--- config.mk ---
export PLATFORM = sky130hd
export DESIGN_NAME = line_segment_window_clipper
export DESIGN_NICKNAME = d
export VERILOG_FILES = /design/src/rtl/lsc_pkg.sv /design/src/rtl/lsc_div.sv /design/src/rtl/lsc_dp.sv /design/src/rtl/lsc_ctrl.sv /design/src/rtl/line_segment_window_clipper.sv
export SDC_FILE = /design/constraint.sdc
export NUM_CORES = 2
export LEC_CHECK = 0
export BUFFER_PORTS_ARGS = -buffer_cell sky130_fd_sc_hd__buf_4
export CORE_AREA = 3 3 240 242
export CTS_BUF_LIST = sky130_fd_sc_hd__clkbuf_16
export CTS_CLUSTER_SIZE = 24
export DETAILED_ROUTE_END_ITERATION = 16
export DIE_AREA = 0 0 243 245
export GPL_ROUTABILITY_DRIVEN = 0
export GPL_TIMING_DRIVEN = 1
export HOLD_SLACK_MARGIN = 0.12
export PLACE_DENSITY = 0.8
export SETUP_SLACK_MARGIN = 0.4
export SLEW_MARGIN = 25
export SYNTH_ARGS = -nofsm -noshare
export SYNTH_HDL_FRONTEND = slang
export SYNTH_SLANG_ARGS = --single-unit
--- constraint.sdc ---
create_clock -name clk -period 16.5 [get_ports clk]
set_clock_uncertainty 0.2 [all_clocks]
set_input_delay 1.65 -clock clk [delete_from_list [all_inputs] [get_ports clk]]
set_output_delay 1.65 -clock clk [all_outputs]
set_load 0.05 [all_outputs]
--- src/rtl/lsc_pkg.sv ---
package lsc_pkg;

    localparam int COORD_BITS = 16;
    localparam int DIFF_BITS  = COORD_BITS + 1;
    localparam int PROD_BITS  = 2 * DIFF_BITS;
    localparam int MAX_PASSES = 8;
    localparam int PASS_BITS  = $clog2(MAX_PASSES + 1);
    localparam int DCNT_BITS  = $clog2(PROD_BITS + 1);
    localparam int ADDR_BITS  = 4;
    localparam int DATA_BITS  = 32;

    typedef logic signed [COORD_BITS-1:0] coord_t;
    typedef logic signed [DIFF_BITS-1:0]  diff_t;
    typedef logic signed [PROD_BITS-1:0]  prod_t;
    typedef logic [3:0]                   code_t;

    localparam code_t CODE_L = 4'd8;
    localparam code_t CODE_R = 4'd4;
    localparam code_t CODE_B = 4'd2;
    localparam code_t CODE_T = 4'd1;

    typedef enum logic [1:0] {
        REG_LEFT   = 2'd0,
        REG_BOTTOM = 2'd1,
        REG_RIGHT  = 2'd2,
        REG_TOP    = 2'd3
    } cfg_reg_t;

    typedef enum logic [2:0] {
        S_IDLE,
        S_CHECK,
        S_MUL,
        S_DIV_GO,
        S_DIV,
        S_UPDATE,
        S_EMIT
    } state_t;

    typedef struct packed {
        coord_t left;
        coord_t bottom;
        coord_t right;
        coord_t top;
    } window_t;

    typedef struct packed {
        logic load;
        logic setup;
        logic mul;
        logic div_start;
        logic update;
        logic emit;
        logic emit_accept;
    } cmd_t;

    typedef struct packed {
        logic both_in;
        logic share;
        logic div_done;
    } status_t;

    function automatic code_t region(coord_t x, coord_t y, window_t w);
        code_t c;
        c = '0;
        if (x < w.left)   c = c | CODE_L;
        if (x > w.right)  c = c | CODE_R;
        if (y < w.bottom) c = c | CODE_B;
        if (y > w.top)    c = c | CODE_T;
        return c;
    endfunction

endpackage

--- src/rtl/lsc_div.sv ---
module lsc_div (
    input  logic                          clk,
    input  logic                          rst_n,
    input  logic                          start,
    input  logic [lsc_pkg::PROD_BITS-1:0] dividend,
    input  logic [lsc_pkg::DIFF_BITS-1:0] divisor,
    output logic                          done,
    output logic [lsc_pkg::PROD_BITS-1:0] quotient
);
    import lsc_pkg::*;

    logic                 busy_reg, busy_next;
    logic                 done_reg, done_next;
    logic [DCNT_BITS-1:0] cnt_reg, cnt_next;
    logic [PROD_BITS-1:0] dvd_reg, dvd_next;
    logic [DIFF_BITS-1:0] dsr_reg, dsr_next;
    logic [DIFF_BITS-1:0] rem_reg, rem_next;
    logic [DIFF_BITS:0]   rem_sh;
    logic [DIFF_BITS:0]   rem_sub;

    // restoring division, one quotient bit per cycle
    always_comb
    begin
        busy_next = busy_reg;
        done_next = 1'b0;
        cnt_next  = cnt_reg;
        dvd_next  = dvd_reg;
        dsr_next  = dsr_reg;
        rem_next  = rem_reg;
        rem_sh    = {rem_reg, dvd_reg[PROD_BITS-1]};
        rem_sub   = rem_sh - {1'b0, dsr_reg};
        if (start)
        begin
            busy_next = 1'b1;
            cnt_next  = DCNT_BITS'(PROD_BITS);
            dvd_next  = dividend;
            dsr_next  = divisor;
            rem_next  = '0;
        end
        else if (busy_reg)
        begin
            if (rem_sh >= {1'b0, dsr_reg})
            begin
                rem_next = rem_sub[DIFF_BITS-1:0];
                dvd_next = {dvd_reg[PROD_BITS-2:0], 1'b1};
            end
            else
            begin
                rem_next = rem_sh[DIFF_BITS-1:0];
                dvd_next = {dvd_reg[PROD_BITS-2:0], 1'b0};
            end
            cnt_next = cnt_reg - 1'b1;
            if (cnt_reg == DCNT_BITS'(1))
            begin
                busy_next = 1'b0;
                done_next = 1'b1;
            end
        end
    end

    always_ff @(posedge clk or negedge rst_n)
    begin
        if (!rst_n)
        begin
            busy_reg <= 1'b0;
            done_reg <= 1'b0;
            cnt_reg  <= '0;
        end
        else
        begin
            busy_reg <= busy_next;
            done_reg <= done_next;
            cnt_reg  <= cnt_next;
        end
    end

    always_ff @(posedge clk)
    begin
        dvd_reg <= dvd_next;
        dsr_reg <= dsr_next;
        rem_reg <= rem_next;
    end

    assign done     = done_reg;
    assign quotient = dvd_reg;

endmodule

--- src/rtl/lsc_dp.sv ---
module lsc_dp (
    input  logic             clk,
    input  logic             rst_n,
    input  lsc_pkg::cmd_t    cmd,
    output lsc_pkg::status_t status,
    input  lsc_pkg::window_t win,
    input  lsc_pkg::coord_t  start_x,
    input  lsc_pkg::coord_t  start_y,
    input  lsc_pkg::coord_t  end_x,
    input  lsc_pkg::coord_t  end_y,
    output logic             accepted,
    output lsc_pkg::coord_t  clipped_start_x,
    output lsc_pkg::coord_t  clipped_start_y,
    output lsc_pkg::coord_t  clipped_end_x,
    output lsc_pkg::coord_t  clipped_end_y
);
    import lsc_pkg::*;

    coord_t x0_reg, y0_reg, x1_reg, y1_reg;
    diff_t  mula_reg, mulb_reg, dsr_reg;
    coord_t base_reg, fix_reg;
    logic   tb_reg, pt1_reg, neg_reg, zdiv_reg;
    prod_t  prod_reg;
    logic   acc_reg;
    coord_t ox0_reg, oy0_reg, ox1_reg, oy1_reg;

    code_t  c0, c1, csel;
    diff_t  dx, dy, sa, sb, sc;
    coord_t sbase, sfix;
    logic   stb;
    logic [PROD_BITS-1:0] div_dvd;
    logic [DIFF_BITS-1:0] div_dsr;
    logic [PROD_BITS-1:0] quo;
    logic                 div_done;
    logic signed [DIFF_BITS:0] qs, newc;
    coord_t nx, ny;

    assign c0 = region(x0_reg, y0_reg, win);
    assign c1 = region(x1_reg, y1_reg, win);

    assign status.both_in  = (c0 == '0) && (c1 == '0);
    assign status.share    = (c0 & c1) != '0;
    assign status.div_done = div_done;

    // edge choice: top, bottom, left, right
    always_comb
    begin
        csel  = (c0 != '0) ? c0 : c1;
        dx    = DIFF_BITS'(x1_reg) - DIFF_BITS'(x0_reg);
        dy    = DIFF_BITS'(y1_reg) - DIFF_BITS'(y0_reg);
        stb   = 1'b1;
        sa    = dx;
        sb    = DIFF_BITS'(win.top) - DIFF_BITS'(y0_reg);
        sc    = dy;
        sbase = x0_reg;
        sfix  = win.top;
        if ((csel & CODE_T) != '0)
        begin
            sb   = DIFF_BITS'(win.top) - DIFF_BITS'(y0_reg);
            sfix = win.top;
        end
        else if ((csel & CODE_B) != '0)
        begin
            sb   = DIFF_BITS'(win.bottom) - DIFF_BITS'(y0_reg);
            sfix = win.bottom;
        end
        else if ((csel & CODE_L) != '0)
        begin
            stb   = 1'b0;
            sa    = dy;
            sb    = DIFF_BITS'(win.left) - DIFF_BITS'(x0_reg);
            sc    = dx;
            sbase = y0_reg;
            sfix  = win.left;
        end
        else
        begin
            stb   = 1'b0;
            sa    = dy;
            sb    = DIFF_BITS'(win.right) - DIFF_BITS'(x0_reg);
            sc    = dx;
            sbase = y0_reg;
            sfix  = win.right;
        end
    end

    assign div_dvd = prod_reg[PROD_BITS-1] ? PROD_BITS'(-prod_reg) : PROD_BITS'(prod_reg);
    assign div_dsr = dsr_reg[DIFF_BITS-1] ? DIFF_BITS'(-dsr_reg) : DIFF_BITS'(dsr_reg);

    lsc_div u_div (
        .clk      (clk),
        .rst_n    (rst_n),
        .start    (cmd.div_start),
        .dividend (div_dvd),
        .divisor  (div_dsr),
        .done     (div_done),
        .quotient (quo)
    );

    // quotient never exceeds the span, so the low bits hold it
    always_comb
    begin
        qs = '0;
        if (!zdiv_reg)
            qs = neg_reg ? -$signed({2'b00, quo[DIFF_BITS-2:0]})
                         :  $signed({2'b00, quo[DIFF_BITS-2:0]});
        newc = (DIFF_BITS+1)'(base_reg) + qs;
        nx   = tb_reg ? COORD_BITS'(newc) : fix_reg;
        ny   = tb_reg ? fix_reg : COORD_BITS'(newc);
    end

    always_ff @(posedge clk)
    begin
        if (cmd.load)
        begin
            x0_reg <= start_x;
            y0_reg <= start_y;
            x1_reg <= end_x;
            y1_reg <= end_y;
        end
        else if (cmd.update)
        begin
            if (pt1_reg)
            begin
                x1_reg <= nx;
                y1_reg <= ny;
            end
            else
            begin
                x0_reg <= nx;
                y0_reg <= ny;
            end
        end
        if (cmd.setup)
        begin
            mula_reg <= sa;
            mulb_reg <= sb;
            dsr_reg  <= sc;
            base_reg <= sbase;
            fix_reg  <= sfix;
            tb_reg   <= stb;
            pt1_reg  <= (c0 == '0);
            neg_reg  <= sa[DIFF_BITS-1] ^ sb[DIFF_BITS-1] ^ sc[DIFF_BITS-1];
            zdiv_reg <= (sc == '0);
        end
        if (cmd.mul)
            prod_reg <= PROD_BITS'(mula_reg) * PROD_BITS'(mulb_reg);
        if (cmd.emit)
        begin
            acc_reg <= cmd.emit_accept;
            ox0_reg <= cmd.emit_accept ? x0_reg : '0;
            oy0_reg <= cmd.emit_accept ? y0_reg : '0;
            ox1_reg <= cmd.emit_accept ? x1_reg : '0;
            oy1_reg <= cmd.emit_accept ? y1_reg : '0;
        end
    end

    assign accepted        = acc_reg;
    assign clipped_start_x = ox0_reg;
    assign clipped_start_y = oy0_reg;
    assign clipped_end_x   = ox1_reg;
    assign clipped_end_y   = oy1_reg;

endmodule

--- src/rtl/lsc_ctrl.sv ---
module lsc_ctrl (
    input  logic             clk,
    input  logic             rst_n,
    input  logic             in_valid,
    output logic             in_ready,
    output logic             out_valid,
    input  logic             out_ready,
    input  lsc_pkg::status_t status,
    output lsc_pkg::cmd_t    cmd
);
    import lsc_pkg::*;

    state_t               state_reg, state_next;
    logic [PASS_BITS-1:0] pass_reg, pass_next;
    logic                 acc_reg, acc_next;
    logic                 ov_reg, ov_next;

    always_comb
    begin
        state_next = state_reg;
        pass_next  = pass_reg;
        acc_next   = acc_reg;
        cmd        = '0;
        in_ready   = 1'b0;
        unique case (state_reg)
            S_IDLE:
            begin
                in_ready = 1'b1;
                if (in_valid)
                begin
                    cmd.load   = 1'b1;
                    pass_next  = '0;
                    state_next = S_CHECK;
                end
            end
            S_CHECK:
            begin
                priority if (status.both_in)
                begin
                    acc_next   = 1'b1;
                    state_next = S_EMIT;
                end
                else if (status.share || pass_reg == PASS_BITS'(MAX_PASSES))
                begin
                    acc_next   = 1'b0;
                    state_next = S_EMIT;
                end
                else
                begin
                    cmd.setup  = 1'b1;
                    state_next = S_MUL;
                end
            end
            S_MUL:
            begin
                cmd.mul    = 1'b1;
                state_next = S_DIV_GO;
            end
            S_DIV_GO:
            begin
                cmd.div_start = 1'b1;
                state_next    = S_DIV;
            end
            S_DIV:
            begin
                if (status.div_done)
                    state_next = S_UPDATE;
            end
            S_UPDATE:
            begin
                cmd.update = 1'b1;
                pass_next  = pass_reg + 1'b1;
                state_next = S_CHECK;
            end
            S_EMIT:
            begin
                if (!ov_reg || out_ready)
                begin
                    cmd.emit        = 1'b1;
                    cmd.emit_accept = acc_reg;
                    state_next      = S_IDLE;
                end
            end
            default:
                state_next = S_IDLE;
        endcase
        ov_next = cmd.emit ? 1'b1 : (out_ready ? 1'b0 : ov_reg);
    end

    always_ff @(posedge clk or negedge rst_n)
    begin
        if (!rst_n)
        begin
            state_reg <= S_IDLE;
            pass_reg  <= '0;
            acc_reg   <= 1'b0;
            ov_reg    <= 1'b0;
        end
        else
        begin
            state_reg <= state_next;
            pass_reg  <= pass_next;
            acc_reg   <= acc_next;
            ov_reg    <= ov_next;
        end
    end

    assign out_valid = ov_reg;

endmodule

--- src/rtl/line_segment_window_clipper.sv ---
// Cohen-Sutherland segment clipper against a programmable rectangular window.
//
// Input channel (in_valid/in_ready) takes one word: a segment given by its two
// endpoints. Output channel (out_valid/out_ready) returns one word per input:
// the accept flag and the clipped endpoints, all zero when rejected.
// Window edges are set over the APB port (left, bottom, right, top at byte
// offsets 0, 4, 8, 12); write them only while the clipper is idle.
//
// A segment settled by the outcode test alone goes through load, outcode check
// and emit. Every clip pass runs setup, multiply, divider start, the restoring
// divide in lsc_div until its done strobe, update and an outcode recheck.
// At most 8 passes; typical segments need 0 to 4.
// One segment is in flight at a time, and every clip pass reuses the single divider.
//
// Reset (rst_n, async low) returns the window to 0/0/649/649 and empties the
// output register. A stalled receiver holds the result in the output register;
// the next segment is still accepted and processed, and it waits to be emitted
// until the pending word is taken.
module line_segment_window_clipper (
    input  logic                          clk,
    input  logic                          rst_n,
    input  logic                          psel,
    input  logic                          penable,
    input  logic                          pwrite,
    input  logic [lsc_pkg::ADDR_BITS-1:0] paddr,
    input  logic [lsc_pkg::DATA_BITS-1:0] pwdata,
    output logic [lsc_pkg::DATA_BITS-1:0] prdata,
    output logic                          pready,
    input  logic                          in_valid,
    output logic                          in_ready,
    input  lsc_pkg::coord_t               start_x,
    input  lsc_pkg::coord_t               start_y,
    input  lsc_pkg::coord_t               end_x,
    input  lsc_pkg::coord_t               end_y,
    output logic                          out_valid,
    input  logic                          out_ready,
    output logic                          accepted,
    output lsc_pkg::coord_t               clipped_start_x,
    output lsc_pkg::coord_t               clipped_start_y,
    output lsc_pkg::coord_t               clipped_end_x,
    output lsc_pkg::coord_t               clipped_end_y
);
    import lsc_pkg::*;

    window_t  win_reg, win_next;
    cfg_reg_t reg_sel;
    coord_t   rd_val;
    cmd_t     cmd;
    status_t  status;

    // register select from the word address
    assign reg_sel = cfg_reg_t'(paddr[3:2]);

    always_comb
    begin
        win_next = win_reg;
        if (psel && penable && pwrite)
        begin
            unique case (reg_sel)
                REG_LEFT:   win_next.left   = COORD_BITS'(pwdata);
                REG_BOTTOM: win_next.bottom = COORD_BITS'(pwdata);
                REG_RIGHT:  win_next.right  = COORD_BITS'(pwdata);
                REG_TOP:    win_next.top    = COORD_BITS'(pwdata);
                default:    win_next = win_reg;
            endcase
        end
    end

    always_comb
    begin
        unique case (reg_sel)
            REG_LEFT:   rd_val = win_reg.left;
            REG_BOTTOM: rd_val = win_reg.bottom;
            REG_RIGHT:  rd_val = win_reg.right;
            REG_TOP:    rd_val = win_reg.top;
            default:    rd_val = '0;
        endcase
    end

    // reads return the sign-extended coordinate
    assign prdata = DATA_BITS'(rd_val);
    assign pready = 1'b1;

    always_ff @(posedge clk or negedge rst_n)
    begin
        if (!rst_n)
        begin
            win_reg.left   <= COORD_BITS'(0);
            win_reg.bottom <= COORD_BITS'(0);
            win_reg.right  <= COORD_BITS'(649);
            win_reg.top    <= COORD_BITS'(649);
        end
        else
        begin
            win_reg <= win_next;
        end
    end

    lsc_ctrl u_ctrl (
        .clk       (clk),
        .rst_n     (rst_n),
        .in_valid  (in_valid),
        .in_ready  (in_ready),
        .out_valid (out_valid),
        .out_ready (out_ready),
        .status    (status),
        .cmd       (cmd)
    );

    lsc_dp u_dp (
        .clk             (clk),
        .rst_n           (rst_n),
        .cmd             (cmd),
        .status          (status),
        .win             (win_reg),
        .start_x         (start_x),
        .start_y         (start_y),
        .end_x           (end_x),
        .end_y           (end_y),
        .accepted        (accepted),
        .clipped_start_x (clipped_start_x),
        .clipped_start_y (clipped_start_y),
        .clipped_end_x   (clipped_end_x),
        .clipped_end_y   (clipped_end_y)
    );

endmodule

==> impl_metrics.yaml <==
global_routing:
  antenna_found_initial: 5
  grt_max_degree: 86
  grt_pass1_wl_mm: 154
  grt_pass1_vias: 27500
  grt_usage_pct: 33.2
  grt_overflow: 0
hold_path:
  hold_class: "register to register"
  holdPathStages: 2
  hold_end: "u_dp.u_div.rem_reg[1]$_SDFFE_PP0P_"
  hold_path.startpoint: "u_dp.u_div.rem_reg[1]$_SDFFE_PP0P_"
floorplan:
  initial_core_util_pct: 65.0
  fp.dieW_um: 243
  core_area_sq_um: 55300
  dieArea_sq_um: 59500
  die_y_um: 245
  rows: 86
  ioPinCount: 207
worst_setup_path:
  rr_endpoint: "u_dp.prod_reg[33]$_DFFE_PP_"
  critical_path_class: "register to register"
  required_ns: 16.63
  start_kind: "register"
  crit_arrival_ns: 7.82
  reg2reg_from: "u_dp.mulb_reg[3]$_DFFE_PP_"
  worstSetupEndpointType: "register"
  critPathMaxFanout: 17
  r2r_cells: 21
  regToRegSetupSlack_ns: 8.81
synth:
  ys_seq_area_share_pct: 31.8
  synthSimpleGateAreaFrac_pct: 14.3
  avgSynthCellArea_sq_um: 9.85
  synth-edff-count: 301
  synth_area_sq_um: 35900
  synthesis.nets: 4342
  synth_top_area_cell: "edfxtp_1"
  postSynthRegisterBits: 399
  ys_warn_count: 0
  synth_top_family_by_area: "adder cells"
  synth_cells: 3649
  synth_adder_area_share_pct: 26.7
  synth.top_cell.area_share_pct: 25.1
  ys_types: 80
  synth.area.top_cells: "edfxtp_1, fa_1, ha_1"
  async_flop_share_pct: 20.3
  synth_compound_area_share_pct: 12.6
  synth_mux_area_share_pct: 3.45
  synthXorXnorAreaFrac_pct: 4.75
  synthFlopType: "edfxtp_1"
sta:
  finalSetupTns_ns: 0
  slew_violations: 0
  final.period_utilization_pct: 46.6
  setup_ws_ns: 8.81
  max_freq_mhz: 130
  finalSetupViolCount: 0
  max-slew-margin-rel_pct: 34.0
  rsz0062_at_grt: "false"
  hold_violations: 0
  worst_pin_slew_ns: 0.990
  layout_min_cycle_time_ns: 7.69
clock_tree:
  cts_tree: "done"
  cts_max_level: 2
  cts_sinks: 399
  ctsResizeCount: 0
  postCtsHoldBufs: 0
  cts_setup_buffers: 0
  worstSkewPairLatency_ns: 0.62
  cts_inserted_buffers: 44
  clockRootBuffer: "clkbuf_16"
  clk_path_buf_depth: 3
  clk_pin_slew_ns: 0.07
place:
  placed_cells: 4458
  pre_cts_ws_ns: 8.87
  numPortBuffers: 187
  dp_hpwl_mm: 76.0
drt:
  vias: 27800
  drt_pre_antenna_iters: 9
  post-route-drc-count: 0
  vias_per_cell: 6.13
  wl_per_cell_um: 21.7
  wl_mm: 98.7
  ant_nets: 0
  drt_iter0_markers: 2937
run_status:
  status: "complete, no violations"
final_layout:
  nNetsFinal: 4450
  nFillCells: 4118
  largest_reg_flops: 64
  regArea_sq_um: 11400
  multi_input_area_sq_um: 22300
  drive_above_1_share_pct: 10.1
  syn_to_final_growth_pct: 9.53
  final_util_pct: 71.2
  final_cells: 4542
flow_run:
  drv_cap: 0
synth_stat cells (34+ instances only):
cell,number
inv_1,447
nand2_1,362
fa_1,304
edfxtp_1,301
ha_1,282
o21ai_0,237
nor2_1,233
a21oi_1,148
and2_1,148
clkbuf_1,122
xnor2_1,114
xor2_1,81
and3_1,75
dfrtp_1,73
o21a_1,67
mux2_2,55
a21o_1,50
nand2b_1,42
nand3_1,35
nor2b_1,34
area by class of cell:
| cell class | instances | area share (%) |
|---|---|---|
| Multi-Input combinational cell | 2654 | 56.7 |
| Sequential cell | 399 | 29.0 |
| Inverter | 448 | 4.27 |
| Timing Repair Buffer | 210 | 4.05 |
| Clock buffer | 46 | 2.92 |
| Tap cell | 748 | 2.38 |
| Clock inverter | 35 | 0.721 |
| Antenna cell | 2 | 0.0127 |
how the worst max path moves through the flow:
| stage | start | to | slack, ns | cells after the start |
|---|---|---|---|---|
| global route | u_dp.mulb_reg[3]$_DFFE_PP_ | u_dp.prod_reg[33]$_DFFE_PP_ | 8.46 | 21 |
| floorplan | u_dp.y0_reg[1]$_DFFE_PP_ | u_dp.base_reg[0]$_DFFE_PP_ | 6.80 | 12 |
| finish | u_dp.mulb_reg[3]$_DFFE_PP_ | u_dp.prod_reg[33]$_DFFE_PP_ | 8.81 | 21 |
| global placement | u_dp.mulb_reg[5]$_DFFE_PP_ | u_dp.prod_reg[33]$_DFFE_PP_ | 9.03 | 21 |
| CTS | u_dp.mulb_reg[5]$_DFFE_PP_ | u_dp.prod_reg[33]$_DFFE_PP_ | 8.85 | 21 |
| detailed placement | u_dp.mulb_reg[5]$_DFFE_PP_ | u_dp.prod_reg[33]$_DFFE_PP_ | 8.87 | 21 |
placed cells by master (no fill, tap or decap), types with 8 or more instances in the layout:
cell type and instances:
a211o_1 9, or4_1 17, fa_1 304, dfrtp_1 73
nand2_1 360, nor2_1 230, o21bai_1 12, o31ai_1 23
clkinv_1 8, buf_4 208, edfxtp_1 301, mux2i_1 26
nand4_1 21, a211oi_1 30, dfxtp_1 17, o41ai_1 13
and3_1 75, and2_1 148, dfstp_2 8, xnor2_1 114
a22oi_1 28, ha_1 282, nor2b_1 34, nor3_1 31
nand2b_1 42, a21o_1 50, or3_1 17, o21ai_0 236
nand3_1 35, mux4_2 16, xor2_1 81, inv_1 458
clkbuf_16 46, o21a_1 67, a31oi_1 13, mux2_2 55
o211ai_1 19, nor4_1 11, a21oi_1 148
cell families after synthesis:
kind of cell / Yosys count
XOR/XNOR: 195
adder cells (fa/ha/maj): 586
multiplexers: 97
AO/OA/AOI/OAI: 715
other: 1
AND/OR/NAND/NOR: 1060
flip-flops: 399
buffers and inverters: 596
stage by stage:
stage | hold WS (ns) | area [sq um]
5_1_grt | 0.322 | 39400
2_1_floorplan | 0.251 | 35900
3_3_place_gp | 0.271 | 37900
4_1_cts | 0.292 | 39300
6_report | 0.285 | 39400
3_5_place_dp | 0.281 | 37900
metal layers:
layer	vias up	part of all wire, %	global-route usage (%)
li1	12700	-	-
met1	13500	38	43.5
met2	1386	45	52.7
met3	321	10	6.17
met4	4	6.7	18.5
met5	-	0.026	0
worst max-delay path, cell delays in order (launching register included):
cell	delay (ns)
edfxtp_1	0.82
nand2_1	0.18
inv_1	0.11
fa_1	0.57
fa_1	0.92
fa_1	0.53
fa_1	0.54
fa_1	0.52
inv_1	0.07
fa_1	0.49
inv_1	0.04
ha_1	0.34
a21oi_1	0.22
nand2_1	0.07
o221ai_1	0.30
a2bb2oi_1	0.21
o31ai_1	0.10
buf_4	0.17
or4_1	0.42
a31oi_1	0.27
o21ai_0	0.14
xnor2_1	0.17
Power is not shown: default switching activity piles up to over one toggle a cycle in this logic, so the estimate is an artifact.
